==> config.mk <==
export PLATFORM = sky130hd
export DESIGN_NAME = rc_source_select_failsafe_unit_flat
export DESIGN_NICKNAME = d
export VERILOG_FILES = /design/src/rcsel_pkg.sv /design/src/rcsel_if.sv /design/src/rcsel_cfg_regs.sv /design/src/rcsel_sub_cmp.sv /design/src/rcsel_value_mem.sv /design/src/rc_source_select_failsafe_unit.sv /design/src/flat_wrapper.sv
export SDC_FILE = /design/constraint.sdc
export NUM_CORES = 2
export LEC_CHECK = 0
export ABC_AREA = 0
export BUFFER_PORTS_ARGS = -buffer_cell sky130_fd_sc_hd__buf_2
export CAP_MARGIN = 20
export CORE_ASPECT_RATIO = 1.2
export CORE_MARGIN = 3
export CORE_UTILIZATION = 50
export DETAILED_ROUTE_END_ITERATION = 8
export PLACE_DENSITY_LB_ADDON = 0.05
export RECOVER_POWER = 50
export SYNTH_ARGS = -nofsm -noshare
export SYNTH_HDL_FRONTEND = slang
export SYNTH_HIERARCHICAL = 1
export SYNTH_SLANG_ARGS = --single-unit
==> constraint.sdc <==
create_clock -name clk -period 19.62 [get_ports clk]
set_clock_uncertainty 0.15 [all_clocks]
set_input_delay 1.962 -clock clk [delete_from_list [all_inputs] [get_ports clk]]
set_output_delay 1.962 -clock clk [all_outputs]
set_load 0.05 [all_outputs]
==> src/rcsel_pkg.sv <==
// Shared types and constants of the radio-control source selector.
package rcsel_pkg;

	localparam int TS_W   = 32;
	localparam int PW_W   = 16;
	localparam int CNT_W  = 5;
	localparam int SRC_W  = 2;
	localparam int CH_W   = 4;
	localparam int FSRC_W = 3;
	localparam int CFG_AW = 3;
	localparam int CFG_DW = 16;

	localparam logic [1:0] OP_FRAME    = 2'd0;
	localparam logic [1:0] OP_VALUE    = 2'd1;
	localparam logic [1:0] OP_READ     = 2'd2;
	localparam logic [1:0] OP_OVERRIDE = 2'd3;

	localparam logic [CFG_AW-1:0] REG_FORCED_SOURCE = 3'd0;
	localparam logic [CFG_AW-1:0] REG_FAILSAFE_EN   = 3'd1;
	localparam logic [CFG_AW-1:0] REG_MODE_FS_EN    = 3'd2;
	localparam logic [CFG_AW-1:0] REG_FRAME_GAP     = 3'd3;
	localparam logic [CFG_AW-1:0] REG_LOSS_LIMIT    = 3'd4;
	localparam logic [CFG_AW-1:0] REG_DEAD_TIME     = 3'd5;

	localparam logic [15:0] FRAME_GAP_RST  = 16'd50;
	localparam logic [15:0] LOSS_LIMIT_RST = 16'd500;
	localparam logic [15:0] DEAD_TIME_RST  = 16'd500;

	localparam logic [PW_W-1:0] THR_DEFAULT    = 16'd900;
	localparam logic [PW_W-1:0] CH_DEFAULT     = 16'd1000;
	localparam logic [PW_W-1:0] MODE_LOW_LIMIT = 16'd1000;
	localparam logic [PW_W-1:0] THR_CUT_LIMIT  = 16'd1300;

	localparam logic [CH_W-1:0] THR_CH  = 4'd2;
	localparam logic [CH_W-1:0] MODE_CH = 4'd4;

	typedef struct packed {
		logic [FSRC_W-1:0] forced_source;
		logic              failsafe_en;
		logic              mode_fs_en;
		logic [15:0]       frame_gap;
		logic [15:0]       loss_limit;
		logic [15:0]       dead_time;
	} cfg_t;

	typedef struct packed {
		logic [1:0]             opcode;
		logic [SRC_W-1:0]       source;
		logic [CH_W-1:0]        channel;
		logic signed [PW_W-1:0] pulse_value;
		logic [TS_W-1:0]        frame_stamp;
		logic [TS_W-1:0]        change_stamp;
		logic [CNT_W-1:0]       channel_count;
		logic [TS_W-1:0]        now_ms;
	} in_item_t;

	typedef struct packed {
		logic [PW_W-1:0]   channel_value;
		logic [CNT_W-1:0]  valid_channels;
		logic [FSRC_W-1:0] source_used;
		logic              override_set;
	} out_item_t;

	typedef struct packed {
		logic [TS_W-1:0] diff;
		logic            lt;
	} cmp_res_t;

endpackage

==> src/rcsel_if.sv <==
// Handshake interfaces of the selector: input items, results and register writes.
interface rcsel_in_if import rcsel_pkg::*; ();
	logic     valid;
	logic     ready;
	in_item_t payload;

	modport source (output valid, output payload, input ready);
	modport sink (input valid, input payload, output ready);
endinterface

interface rcsel_out_if import rcsel_pkg::*; ();
	logic      valid;
	logic      ready;
	out_item_t payload;

	modport source (output valid, output payload, input ready);
	modport sink (input valid, input payload, output ready);
endinterface

interface rcsel_cfg_if import rcsel_pkg::*; ();
	logic              valid;
	logic              ready;
	logic [CFG_AW-1:0] addr;
	logic [CFG_DW-1:0] data;

	modport source (output valid, output addr, output data, input ready);
	modport sink (input valid, input addr, input data, output ready);
endinterface

==> src/rcsel_cfg_regs.sv <==
// Configuration register file of the selector.
module rcsel_cfg_regs import rcsel_pkg::*; (
	input  logic clk,
	input  logic arst_n,
	rcsel_cfg_if.sink cfg,
	output cfg_t regs
);

	cfg_t regs_q;

	assign cfg.ready = 1'b1;
	assign regs = regs_q;

	always_ff @(posedge clk or negedge arst_n) begin
		if (!arst_n) begin
			regs_q.forced_source <= '0;
			regs_q.failsafe_en   <= 1'b0;
			regs_q.mode_fs_en    <= 1'b0;
			regs_q.frame_gap     <= FRAME_GAP_RST;
			regs_q.loss_limit    <= LOSS_LIMIT_RST;
			regs_q.dead_time     <= DEAD_TIME_RST;
		end else if (cfg.valid) begin
			unique case (cfg.addr)
				REG_FORCED_SOURCE: regs_q.forced_source <= cfg.data[FSRC_W-1:0];
				REG_FAILSAFE_EN:   regs_q.failsafe_en   <= cfg.data[0];
				REG_MODE_FS_EN:    regs_q.mode_fs_en    <= cfg.data[0];
				REG_FRAME_GAP:     regs_q.frame_gap     <= cfg.data[15:0];
				REG_LOSS_LIMIT:    regs_q.loss_limit    <= cfg.data[15:0];
				REG_DEAD_TIME:     regs_q.dead_time     <= cfg.data[15:0];
				default: begin
					// unknown register: drop the write
				end
			endcase
		end
	end

endmodule

==> src/rcsel_sub_cmp.sv <==
// Shared subtract-and-compare unit: diff = a - b (mod 2^32), lt = diff < c.
module rcsel_sub_cmp import rcsel_pkg::*; (
	input  logic [TS_W-1:0] a,
	input  logic [TS_W-1:0] b,
	input  logic [TS_W-1:0] c,
	output cmp_res_t        res
);

	logic [TS_W-1:0] diff;

	assign diff     = a - b;
	assign res.diff = diff;
	assign res.lt   = diff < c;

endmodule

==> src/rcsel_value_mem.sv <==
// Per-source channel value memory with valid bits; unwritten entries read as zero.
module rcsel_value_mem import rcsel_pkg::*; #(
	parameter int NUM_SOURCES = 4,
	parameter int CHAN_COUNT  = 16
) (
	input  logic clk,
	input  logic arst_n,
	input  logic wr_en,
	input  logic [((NUM_SOURCES > 1) ? $clog2(NUM_SOURCES) : 1)-1:0] wr_src,
	input  logic [$clog2(CHAN_COUNT)-1:0] wr_ch,
	input  logic [PW_W-1:0] wr_data,
	input  logic [((NUM_SOURCES > 1) ? $clog2(NUM_SOURCES) : 1)-1:0] rd_src,
	input  logic [$clog2(CHAN_COUNT)-1:0] rd_ch,
	output logic [PW_W-1:0] rd_data
);

	logic [PW_W-1:0] mem [NUM_SOURCES][CHAN_COUNT];
	logic [NUM_SOURCES-1:0][CHAN_COUNT-1:0] vld_q;
	logic [PW_W-1:0] rd_q;
	logic rd_vld_q;

	always_ff @(posedge clk) begin
		if (wr_en) begin
			mem[wr_src][wr_ch] <= wr_data;
		end
		rd_q <= mem[rd_src][rd_ch];
	end

	always_ff @(posedge clk or negedge arst_n) begin
		if (!arst_n) begin
			vld_q    <= '0;
			rd_vld_q <= 1'b0;
		end else begin
			if (wr_en) begin
				vld_q[wr_src][wr_ch] <= 1'b1;
			end
			rd_vld_q <= vld_q[rd_src][rd_ch];
		end
	end

	assign rd_data = rd_vld_q ? rd_q : '0;

endmodule

==> src/rc_source_select_failsafe_unit.sv <==
// Top level of the radio-control source selector with throttle failsafe.
//
//  port     | role   | carries
//  ---------+--------+-------------------------------------------------
//  cfg      | sink   | register writes: addr, data (always ready)
//  in_ch    | sink   | items: frame, value, read, override
//  out_ch   | source | results: value, valid channels, source, override
//
// Frame and value items are stored on acceptance and keep the input ready.
// Override items and reads of an unknown channel go straight to ST_DONE; the
// result enters the output register from there once that register is free.
// A read runs ST_CHECK, ST_SCAN if needed, ST_USE, ST_LOST, ST_DEAD, ST_DONE;
// the scan runs three passes per source through the one subtract-compare unit.
// Reset clears all state at once; there is no clearing pass.
// A finished result waits in its own state while the output register is full.
module rc_source_select_failsafe_unit import rcsel_pkg::*; #(
	parameter int NUM_SOURCES = 4,
	parameter int CHAN_COUNT  = 16
) (
	input  logic clk,
	input  logic arst_n,
	rcsel_cfg_if.sink    cfg,
	rcsel_in_if.sink     in_ch,
	rcsel_out_if.source  out_ch
);

	localparam int SIW = (NUM_SOURCES > 1) ? $clog2(NUM_SOURCES) : 1;
	localparam int CIW = $clog2(CHAN_COUNT);
	localparam int SNW = $clog2(NUM_SOURCES + 1);
	localparam logic [SNW-1:0] NSRC     = SNW'(NUM_SOURCES);
	localparam logic [SIW-1:0] LAST_IDX = SIW'(NUM_SOURCES - 1);

	localparam logic [1:0] PH_NEWER  = 2'd0;
	localparam logic [1:0] PH_CLOSER = 2'd1;
	localparam logic [1:0] PH_ALIVE  = 2'd2;

	typedef enum logic [2:0] {
		ST_IDLE, ST_CHECK, ST_SCAN, ST_USE, ST_LOST, ST_DEAD, ST_DONE
	} state_t;

	cfg_t     cfg_q;
	in_item_t pl;
	cmp_res_t cmp;

	state_t           state_q;
	logic [1:0]       phase_q;
	logic [SIW-1:0]   scan_q;
	logic [CH_W-1:0]  ch_q;
	logic [TS_W-1:0]  now_q;
	logic [TS_W-1:0]  best_q;
	logic [TS_W-1:0]  dt_q;
	logic             newer_q;
	logic             closer_q;
	logic [SNW-1:0]   got_q;
	logic [SNW-1:0]   used_q;
	logic [TS_W-1:0]  pulse_q;
	logic [TS_W-1:0]  last_q;
	logic [PW_W-1:0]  data_q;
	logic             lost_trip_q;
	logic [TS_W-1:0]  last_read_q;
	logic [SNW-1:0]   last_src_q;
	logic [PW_W-1:0]  last_mode_q;
	logic [CNT_W-1:0] cur_valid_q;
	out_item_t        res_q;
	out_item_t        out_item_q;
	logic             out_valid_q;

	logic [TS_W-1:0]  frame_q  [NUM_SOURCES];
	logic [TS_W-1:0]  change_q [NUM_SOURCES];
	logic [CNT_W-1:0] count_q  [NUM_SOURCES];
	logic [PW_W-1:0]  ovr_q    [CHAN_COUNT];

	logic             in_acc;
	logic             src_ok;
	logic             in_ch_ok;
	logic             forced_ok;
	logic [SNW-1:0]   used_c;
	logic [SIW-1:0]   used_idx;
	logic [SIW-1:0]   meta_idx;
	logic [TS_W-1:0]  meta_f;
	logic [TS_W-1:0]  meta_c;
	logic [CNT_W-1:0] meta_n;
	logic [CIW-1:0]   ch_idx;
	logic [PW_W-1:0]  ovr_rd;
	logic [PW_W-1:0]  thr_value;
	logic [PW_W-1:0]  final_value;
	logic [PW_W-1:0]  mem_rd;
	logic             mem_we;
	logic [TS_W-1:0]  op_a;
	logic [TS_W-1:0]  op_b;
	logic [TS_W-1:0]  op_c;

	rcsel_cfg_regs u_cfg (
		.clk    (clk),
		.arst_n (arst_n),
		.cfg    (cfg),
		.regs   (cfg_q)
	);

	rcsel_sub_cmp u_cmp (
		.a   (op_a),
		.b   (op_b),
		.c   (op_c),
		.res (cmp)
	);

	rcsel_value_mem #(
		.NUM_SOURCES (NUM_SOURCES),
		.CHAN_COUNT  (CHAN_COUNT)
	) u_mem (
		.clk     (clk),
		.arst_n  (arst_n),
		.wr_en   (mem_we),
		.wr_src  (SIW'(pl.source)),
		.wr_ch   (CIW'(pl.channel)),
		.wr_data ($unsigned(pl.pulse_value)),
		.rd_src  (used_idx),
		.rd_ch   (ch_idx),
		.rd_data (mem_rd)
	);

	assign pl             = in_ch.payload;
	assign in_ch.ready    = (state_q == ST_IDLE);
	assign in_acc         = in_ch.valid && in_ch.ready;
	assign src_ok         = 32'(pl.source) < NUM_SOURCES;
	assign in_ch_ok       = 32'(pl.channel) < CHAN_COUNT;
	assign mem_we         = in_acc && (pl.opcode == OP_VALUE) && src_ok && in_ch_ok;
	assign out_ch.valid   = out_valid_q;
	assign out_ch.payload = out_item_q;

	assign forced_ok = (cfg_q.forced_source != '0) && (32'(cfg_q.forced_source) <= NUM_SOURCES);
	assign used_c    = (got_q != '0) ? got_q :
		((last_src_q != '0 && last_src_q <= NSRC) ? last_src_q : '0);
	assign used_idx  = SIW'(used_c - SNW'(1));
	assign meta_idx  = (state_q == ST_SCAN) ? scan_q : used_idx;
	assign meta_f    = frame_q[meta_idx];
	assign meta_c    = change_q[meta_idx];
	assign meta_n    = count_q[meta_idx];
	assign ch_idx    = CIW'(ch_q);
	assign ovr_rd    = ovr_q[ch_idx];

	// operand select for the shared unit
	always_comb begin
		op_a = now_q;
		op_b = '0;
		op_c = '0;
		unique case (state_q)
			ST_CHECK: begin
				op_b = last_read_q;
				op_c = 32'(cfg_q.frame_gap) + 32'd1;
			end
			ST_SCAN: begin
				unique case (phase_q)
					PH_NEWER: begin
						op_a = last_read_q;
						op_c = meta_f;
					end
					PH_CLOSER: begin
						op_b = meta_f;
						op_c = best_q;
					end
					default: begin
						op_b = meta_c;
						op_c = 32'(cfg_q.dead_time);
					end
				endcase
			end
			ST_LOST: begin
				op_b = pulse_q;
				op_c = 32'(cfg_q.loss_limit) + 32'd1;
			end
			ST_DEAD: begin
				op_b = last_q;
				op_c = 32'(cfg_q.dead_time) + 32'd1;
			end
			default: begin
				op_a = now_q;
			end
		endcase
	end

	// throttle failsafe and override on the fetched value
	always_comb begin
		thr_value = data_q;
		if (lost_trip_q || !cmp.lt) begin
			thr_value = THR_DEFAULT;
		end
		if (cfg_q.mode_fs_en && last_mode_q < MODE_LOW_LIMIT && thr_value > THR_CUT_LIMIT) begin
			thr_value = THR_DEFAULT;
		end
		if (ovr_rd != '0) begin
			final_value = ovr_rd;
		end else if (ch_q == THR_CH && cfg_q.failsafe_en) begin
			final_value = thr_value;
		end else begin
			final_value = data_q;
		end
	end

	always_ff @(posedge clk or negedge arst_n) begin
		if (!arst_n) begin
			for (int i = 0; i < NUM_SOURCES; i++) begin
				frame_q[i]  <= '0;
				change_q[i] <= '0;
				count_q[i]  <= '0;
			end
		end else if (in_acc && pl.opcode == OP_FRAME && src_ok) begin
			frame_q[SIW'(pl.source)]  <= pl.frame_stamp;
			change_q[SIW'(pl.source)] <= pl.change_stamp;
			count_q[SIW'(pl.source)]  <= pl.channel_count;
		end
	end

	always_ff @(posedge clk or negedge arst_n) begin
		if (!arst_n) begin
			for (int i = 0; i < CHAN_COUNT; i++) begin
				ovr_q[i] <= '0;
			end
		end else if (in_acc && pl.opcode == OP_OVERRIDE && !pl.pulse_value[PW_W-1] &&
				in_ch_ok) begin
			ovr_q[CIW'(pl.channel)] <= $unsigned(pl.pulse_value);
		end
	end

	always_ff @(posedge clk or negedge arst_n) begin
		if (!arst_n) begin
			state_q     <= ST_IDLE;
			phase_q     <= PH_NEWER;
			scan_q      <= '0;
			ch_q        <= '0;
			now_q       <= '0;
			best_q      <= '0;
			dt_q        <= '0;
			newer_q     <= 1'b0;
			closer_q    <= 1'b0;
			got_q       <= '0;
			used_q      <= '0;
			pulse_q     <= '0;
			last_q      <= '0;
			data_q      <= '0;
			lost_trip_q <= 1'b0;
			last_read_q <= '0;
			last_src_q  <= '0;
			last_mode_q <= '0;
			cur_valid_q <= '0;
			res_q       <= '0;
			out_item_q  <= '0;
			out_valid_q <= 1'b0;
		end else begin
			// load a finished word or drop the one taken by the receiver
			if (state_q == ST_DONE && (!out_valid_q || out_ch.ready)) begin
				out_valid_q <= 1'b1;
			end else if (out_valid_q && out_ch.ready) begin
				out_valid_q <= 1'b0;
			end
			unique case (state_q)
				ST_IDLE: begin
					if (in_acc) begin
						ch_q  <= pl.channel;
						now_q <= pl.now_ms;
						if (pl.opcode == OP_READ) begin
							if (in_ch_ok) begin
								state_q <= ST_CHECK;
							end else begin
								res_q.channel_value  <= '0;
								res_q.valid_channels <= cur_valid_q;
								res_q.source_used    <= FSRC_W'(last_src_q);
								res_q.override_set   <= 1'b0;
								state_q              <= ST_DONE;
							end
						end else if (pl.opcode == OP_OVERRIDE) begin
							res_q.channel_value  <= '0;
							res_q.valid_channels <= '0;
							res_q.source_used    <= '0;
							res_q.override_set   <= !pl.pulse_value[PW_W-1] && in_ch_ok &&
								(pl.pulse_value != '0);
							state_q              <= ST_DONE;
						end
					end
				end
				ST_CHECK: begin
					best_q  <= '1;
					scan_q  <= '0;
					phase_q <= PH_NEWER;
					if (forced_ok) begin
						got_q   <= SNW'(cfg_q.forced_source);
						state_q <= ST_USE;
					end else begin
						got_q <= '0;
						if (!cmp.lt) begin
							// frame time has passed since the last read
							state_q <= ST_SCAN;
						end else begin
							state_q <= ST_USE;
						end
					end
				end
				ST_SCAN: begin
					unique case (phase_q)
						PH_NEWER: begin
							newer_q <= cmp.lt;
							phase_q <= PH_CLOSER;
						end
						PH_CLOSER: begin
							dt_q     <= cmp.diff;
							closer_q <= cmp.lt;
							phase_q  <= PH_ALIVE;
						end
						default: begin
							if (newer_q && closer_q && (cmp.lt || !cfg_q.failsafe_en)) begin
								best_q <= dt_q;
								got_q  <= SNW'(scan_q) + SNW'(1);
							end
							phase_q <= PH_NEWER;
							if (scan_q == LAST_IDX) begin
								state_q <= ST_USE;
							end else begin
								scan_q <= scan_q + SIW'(1);
							end
						end
					endcase
				end
				ST_USE: begin
					used_q <= used_c;
					if (got_q != '0) begin
						last_src_q <= got_q;
					end
					if (used_c != '0) begin
						pulse_q     <= meta_f;
						last_q      <= meta_c;
						cur_valid_q <= meta_n;
						last_read_q <= meta_f;
					end else begin
						pulse_q <= '0;
						last_q  <= '0;
					end
					state_q <= ST_LOST;
				end
				ST_LOST: begin
					lost_trip_q <= !cmp.lt;
					if (used_q != '0) begin
						data_q <= mem_rd;
					end else begin
						data_q <= (ch_q == THR_CH) ? THR_DEFAULT : CH_DEFAULT;
					end
					state_q <= ST_DEAD;
				end
				ST_DEAD: begin
					if (ovr_rd == '0 && ch_q == MODE_CH) begin
						last_mode_q <= data_q;
					end
					res_q.channel_value  <= final_value;
					res_q.valid_channels <= cur_valid_q;
					res_q.source_used    <= FSRC_W'(used_q);
					res_q.override_set   <= 1'b0;
					state_q              <= ST_DONE;
				end
				ST_DONE: begin
					if (!out_valid_q || out_ch.ready) begin
						out_item_q <= res_q;
						state_q    <= ST_IDLE;
					end
				end
				default: begin
					state_q <= ST_IDLE;
				end
			endcase
		end
	end

endmodule

==> src/flat_wrapper.sv <==
// flat-port wrapper written by rule: the top's interface ports become plain ports
module rc_source_select_failsafe_unit_flat import rcsel_pkg::*;
#(
	parameter int NUM_SOURCES = 4,
	parameter int CHAN_COUNT  = 16
)
  (clk, arst_n, cfg_valid, cfg_addr, cfg_data, cfg_ready, in_ch_valid, in_ch_payload, in_ch_ready, out_ch_valid, out_ch_payload, out_ch_ready);
  rcsel_cfg_if cfg_i ();
  rcsel_in_if in_ch_i ();
  rcsel_out_if out_ch_i ();
  input  logic clk;
  input  logic arst_n;
  input wire logic [$bits(cfg_i.valid)-1:0] cfg_valid;
  input wire logic [$bits(cfg_i.addr)-1:0] cfg_addr;
  input wire logic [$bits(cfg_i.data)-1:0] cfg_data;
  output wire logic [$bits(cfg_i.ready)-1:0] cfg_ready;
  input wire logic [$bits(in_ch_i.valid)-1:0] in_ch_valid;
  input wire logic [$bits(in_ch_i.payload)-1:0] in_ch_payload;
  output wire logic [$bits(in_ch_i.ready)-1:0] in_ch_ready;
  output wire logic [$bits(out_ch_i.valid)-1:0] out_ch_valid;
  output wire logic [$bits(out_ch_i.payload)-1:0] out_ch_payload;
  input wire logic [$bits(out_ch_i.ready)-1:0] out_ch_ready;
  assign cfg_i.valid = cfg_valid;
  assign cfg_i.addr = cfg_addr;
  assign cfg_i.data = cfg_data;
  assign cfg_ready = cfg_i.ready;
  assign in_ch_i.valid = in_ch_valid;
  assign in_ch_i.payload = in_ch_payload;
  assign in_ch_ready = in_ch_i.ready;
  assign out_ch_valid = out_ch_i.valid;
  assign out_ch_payload = out_ch_i.payload;
  assign out_ch_i.ready = out_ch_ready;
  rc_source_select_failsafe_unit #(.NUM_SOURCES(NUM_SOURCES), .CHAN_COUNT(CHAN_COUNT)) u_core (.clk(clk), .arst_n(arst_n), .cfg(cfg_i), .in_ch(in_ch_i), .out_ch(out_ch_i));
endmodule
After elaboration in Yosys (flattened, before gate mapping)
Memory sizes are Yosys's and may differ from the RTL's.
Cells that the tools add are included.
- register bits after elaboration: 969
- RAM bits: 1024
- bits of input ports: 149
- output and inout port bits: 28
- logic and storage cells: 265
- memories: 1
- memories (name ; words ; bits a word ; rd ports ; clocked after Yosys merged registers in ; write ports ; RTL line ; RTL):
    u_core.u_mem.mem ; 4 ; 256 ; 1 ; 0 ; 1 ; rcsel_value_mem.sv:17 ; logic [PW_W-1:0] mem [NUM_SOURCES][CHAN_COUNT];
- $add $sub $neg: 7
- order comparisons: 17
- equal/unequal tests: 27
- multiplexer cells: 80
- bitwise logic cells: 5
- reduce and logical (&&, ||, !) cells: 60
- operators by type and width (cell ; number):
    32-bit two-way mux ; 11
    128-bit bitwise mux ; 2
    256-bit bitwise mux ; 1
    256-bit two-way mux ; 1
    32-bit case mux with 4 select lines ; 2
    16-bit two-way mux ; 13
    32-bit case mux with 2 select lines ; 3
    16-bit binary-select mux with 4-bit select ; 2
    32-bit binary-select mux with 2-bit select ; 2
    25-bit two-way mux ; 3
    16-bit demux with 4-bit select ; 1
    32-bit demux with 2-bit select ; 1
    64-bit OR ; 1
    16-bit by 1-bit adder with 17-bit output (second input constant) ; 3
    25-bit case mux with 2 select lines ; 1
    3-bit two-way mux ; 12
    16-bit binary-select mux with 2-bit select ; 1
    16-bit demux with 2-bit select ; 1
    32-bit < comparator ; 1
    16-bit nonzero test ; 2
    32-bit subtractor ; 1
    2-bit AND reduction ; 13
    3-bit case mux with 7 select lines ; 1
    20-bit bitwise mux ; 1
    other kinds (47) ; 116

Logic depth before layout (Yosys ltp)
- depth in word-level cells: 23
- depth in mapped cells: 40

By module
The synthesis kept the hierarchy.
- modules (own cells, without submodules) (module ; instances ; cells an instance ; area each (sq um) ; sequential area each (sq um)):
    rcsel_value_mem ; 1 ; 1976 ; 42369.4 ; 32696.4
    rc_source_select_failsafe_unit ; 1 ; 3107 ; 38404.3 ; 20820.0
    rcsel_sub_cmp ; 1 ; 383 ; 2600.0 ; 0.0
    rcsel_cfg_regs ; 1 ; 118 ; 2078.2 ; 1345.0

Least setup slack after synthesis
No wires, ideal clock.
- path kind: reg2reg
- start: register u_core.last_src_q[1]
- end: register u_core/res_q[10] (netlist name)
- setup time: 0.083 ns
- data arrival time: 6.954 ns
- required time: 19.387 ns
- setup slack: 12.434 ns
- cell stages (with the launch flop): 41
- buffers on the path: 6
- clock period less this slack: 7.186 ns
- cells stage by stage: dfrtp_1 -> nor2_1 -> ha_1 -> nor4b_1 -> nor2_1 -> ha_1 -> inv_1 -> mux2_2 -> clkbuf_1 -> buf_2 -> buf_2 -> clkbuf_1 -> nand2_1 -> a31oi_1 -> a22oi_1 -> o21ai_0 -> inv_1 -> ha_1 -> [... 5 more ...] -> o2111ai_1 -> a21oi_1 -> xor2_1 -> ha_1 -> a21o_1 -> a21o_1 -> a21oi_1 -> o21ai_0 -> a21oi_1 -> o21a_1 -> nand2b_1 -> o31a_1 -> o221ai_1 -> a31oi_1 -> o2111ai_1 -> clkbuf_1 -> nand2_1 -> o21ai_0
- RTL lines (item ; RTL line ; RTL):
    start, declared ; rc_source_select_failsafe_unit.sv:61 ; logic [SNW-1:0] last_src_q;
    start signal, assigned ; rc_source_select_failsafe_unit.sv:326 ; last_src_q <= got_q;
    end, declared ; rc_source_select_failsafe_unit.sv:64 ; out_item_t res_q;

==> results.yml <==
yosys:
  synth_top_family_by_area: "multiplexers"
  synthSimpleGateAreaFrac: 0.06201
  seq_area_frac_synth: 0.6420
  synthArstFlopShare: 0.4774
  syn_avg_cell_area_sq_um: 15.30
  synth_top_flop_cell: "edfxtp_1"
  synth_fa_ha_area_frac: 0.01004
  syn-num-nets: 5801
  synth_edf_count: 1024
  synth_area_sq_um: 85450
  synth.distinct_cells: 87
  ys_seq_elements: 1990
  yosys-mux-area-fraction: 0.2022
  synth_cells: 5584
  synth_compound_area_frac: 0.05552
  synth_xor_area_frac: 0.004612
  yosys_warnings: 6
setup_path:
  r2r_start: "u_core/state_q[0]"
  start_kind: "primary input"
  arrival_ns: 13.55
  slowest_stage: "clkbuf_1"
  rr_endpoint: "u_core/res_q[18]"
  crit_start: "arst_n"
  reg2reg_slack_ns: 9.06
  critical_path_class: "in2async"
  path_buf_inv: 4
  cp_max_fo: 135
  reg2reg_depth: 31
  cp_cell_sequence: "clkbuf_1, clkbuf_1, buf_4, buf_4"
  cp.required_ns: 20.33
  slowest_delay_ns: 5.30
  path_delay_family: "buffers and inverters"
  endpoint_kind: "asynchronous set/reset pin"
floorplan:
  ioPinCount: 177
  start_util: 0.5054
  core_area_sq_um: 169100
  rows: 165
  dieHeight_microns: 458.9
  die_area_sq_um: 175900
  fp.dieW_microns: 383.4
place:
  gp_congestion: 0.8930
  hpwl_microns: 152600
  io_buffers: 175
  postPlaceCellArea_sq_um: 89020
power:
  power_density_nw_per_um2: 167.8
  p_seq_frac: 0.342
  power.leakage_uw: 0.03783
  vdd.ir_drop.worst_v: 0.0001804
  power_frac_comb: 0.417
  netSwitchingFraction: 0.3822
  p_switching_uw: 6122
  clockPowerShare: 0.240
  power_uw: 16020
  p_int_uw: 9897
clock_network:
  cts_made_buffers: 198
  clk_transition_reported_paths_ns: 0.06
  post_cts_hold_buffer_count: 0
  root_buffer: "clkbuf_16"
  h-tree-depth: 4
  cts_resized: 0
  clk_latency_ns: 0.84
  cts_tree: "done"
  clock_path_buffers: 3
  cts.sinks: 1990
  postCtsSetupBuffers: 0
global_route:
  grt_pass1_vias: 50580
  grt_pass1_wl_microns: 347400
  antenna_found_initial: 42
  track_usage: 0.2696
  grt_max_degree: 136
  grt_overflow: 0
run_status:
  outcome: "finished with violations"
  violations: "max-capacitance violations, max-slew violations"
detailed_routing:
  drc: 0
  dr.first_iter.drc_count: 3942
  ant_nets: 0
  drt_first_pass_iters: 5
  viasPerCell: 6.007
  routed_wl_microns: 236600
  routedWlPerCell_microns: 28.75
  routed-via-count: 49440
timing:
  period_minus_slack_ns: 12.84
  drv_slew: 2155
  rsz0062_at_grt: "false"
  setup_viol: 0
  fin_crit_sh: 0.6543
  fin_tns_setup_ns: 0
  fmax_ghz: 0.07790
  hold_viol: 0
  relSlewSlack: -3.799
  worst_pin_slew_ns: 7.199
worst_hold_path:
  holdPathEnd: "u_core/u_mem/vld_q[58]"
  min_path_cells: 1
  hold_start: "u_core/u_mem/vld_q[58]"
  hp-class: "reg2reg"
layout:
  nets: 6010
  drive_gt1_frac: 0.3006
  area_growth_pct: 11.73
  fin_area_sq_um: 95470
run:
  cap_violations: 34
==> flip-flops by register name, summed over array words and instances (netlist names), 13 cells and up <==
signal and count:
u_core/last_q 32, u_core/frame_q 128, u_core/change_q 128, u_core/now_q 32, u_core/count_q 20, u_core/u_mem/mem 1024, u_core/out_ch.payload 25, u_core/u_mem/vld_q 64
u_core/last_mode_q 13, u_core/dt_q 32, u_core/ovr_q 256, u_core/u_cfg/regs 53, u_core/best_q 32, u_core/u_mem/rd_q 16, u_core/data_q 16, u_core/last_read_q 32
u_core/pulse_q 32, u_core/res_q 25
==> power by group through the flow <==
stage | Sequential (uW) | Combinational (uW) | Clock [uW]
global placement | 5540 | 6690 | 0
global route | 5560 | 7190 | 4100
CTS | 5480 | 6760 | 3940
finish | 5490 | 6680 | 3850
detailed placement | 5560 | 6740 | 0
floorplan | 5410 | 4590 | 0
==> cells in the mapped netlist (88+ instances only) <==
cell type | instances | area share
mux2_2 | 757 | 0.10
a22oi_1 | 133 | 0.012
dfrtp_1 | 935 | 0.27
clkbuf_1 | 191 | 0.0084
mux4_2 | 306 | 0.081
a21oi_1 | 111 | 0.0065
o21ai_0 | 100 | 0.0059
nor2b_1 | 88 | 0.0064
mux2i_1 | 142 | 0.017
nand2_1 | 515 | 0.023
nor2_1 | 219 | 0.0096
edfxtp_1 | 1024 | 0.36
==> metal layers <==
layer	part of all wire	global-route usage	vias up
li1	-	-	21550
met1	0.40	0.3452	26070
met2	0.51	0.4645	1407
met3	0.049	0.03654	413
met4	0.046	0.1105	4
met5	0.00014	0	-
==> area by class of cell <==
class | instances | area [sq um]
fillers | 13540 | 73610
flip-flops and latches | 1990 | 54870
multi-input cells | 3167 | 28690
clock buffers | 282 | 5624
well taps | 2254 | 2820
repair buffers | 357 | 2121
clock inverters | 90 | 1018
inverters | 79 | 304.0
diodes | 11 | 27.53
==> cell usage in the layout (no fill, tap or decap), types with 67 or more instances in the layout <==
master,Yosys,routed
a22o_1,70,70
nor2b_1,88,80
a21oi_1,111,109
clkbuf_16,0,201
o21ai_0,100,100
or2_2,68,68
buf_2,68,142
nand2_1,515,515
ha_1,67,67
edfxtp_1,1024,1024
a22oi_1,133,133
nor2_1,219,213
a211oi_1,72,72
mux2i_1,142,142
mux4_2,306,306
clkbuf_1,191,124
inv_1,79,78
dfrtp_1,935,931
buf_4,33,136
mux2_2,757,753
==> worst max-delay path by stage <==
| stage | end | slack (ns) | depth (start not counted) |
|---|---|---|---|
| 6_report | u_core/u_mem/vld_q[27] | 6.78 | 4 |
| 5_1_grt | u_core/u_mem/vld_q[27] | 4.56 | 4 |
| 4_1_cts | u_core/res_q[18] | 9.55 | 36 |
| 3_5_place_dp | u_core/res_q[18] | 9.59 | 36 |
| 3_3_place_gp | u_core/res_q[11] | 9.17 | 35 |
| 2_1_floorplan | u_core/res_q[10] | 12.43 | 40 |
==> stage by stage <==
step	hold WS (ns)	setup WS (ns)	cells	utilization
finish	0.3095	6.783	8230	0.5647
global route	0.3268	4.556	8221	0.5645
CTS	0.3123	9.546	8215	0.5658
detailed placement	0.2965	9.589	7843	0.5265
global placement	0.2946	9.169	7837	0.5260
floorplan	0.2837	12.43	5584	-
==> worst register-to-register path, delay by kind of cell (launching register included) <==
kind	cells	cell delay, ns
AO/OA/AOI/OAI	16	3.21
buffers and inverters	4	3.00
AND/OR/NAND/NOR	7	2.20
flip-flops	1	0.92
adder cells (fa/ha/maj)	3	0.83
XOR/XNOR	1	0.14
==> kinds of logic (layout without fill, tap and decap cells) <==
kind of cell | count (synthesis) | after routing
other cells | 1 | 12
flops | 1990 | 1990
compound gates | 692 | 692
xor+xnor | 45 | 45
simple gates | 1135 | 1135
fa+ha+maj | 68 | 68
buf+inv | 427 | 808
mux | 1226 | 1226
(Power assumes the default switching activity.)
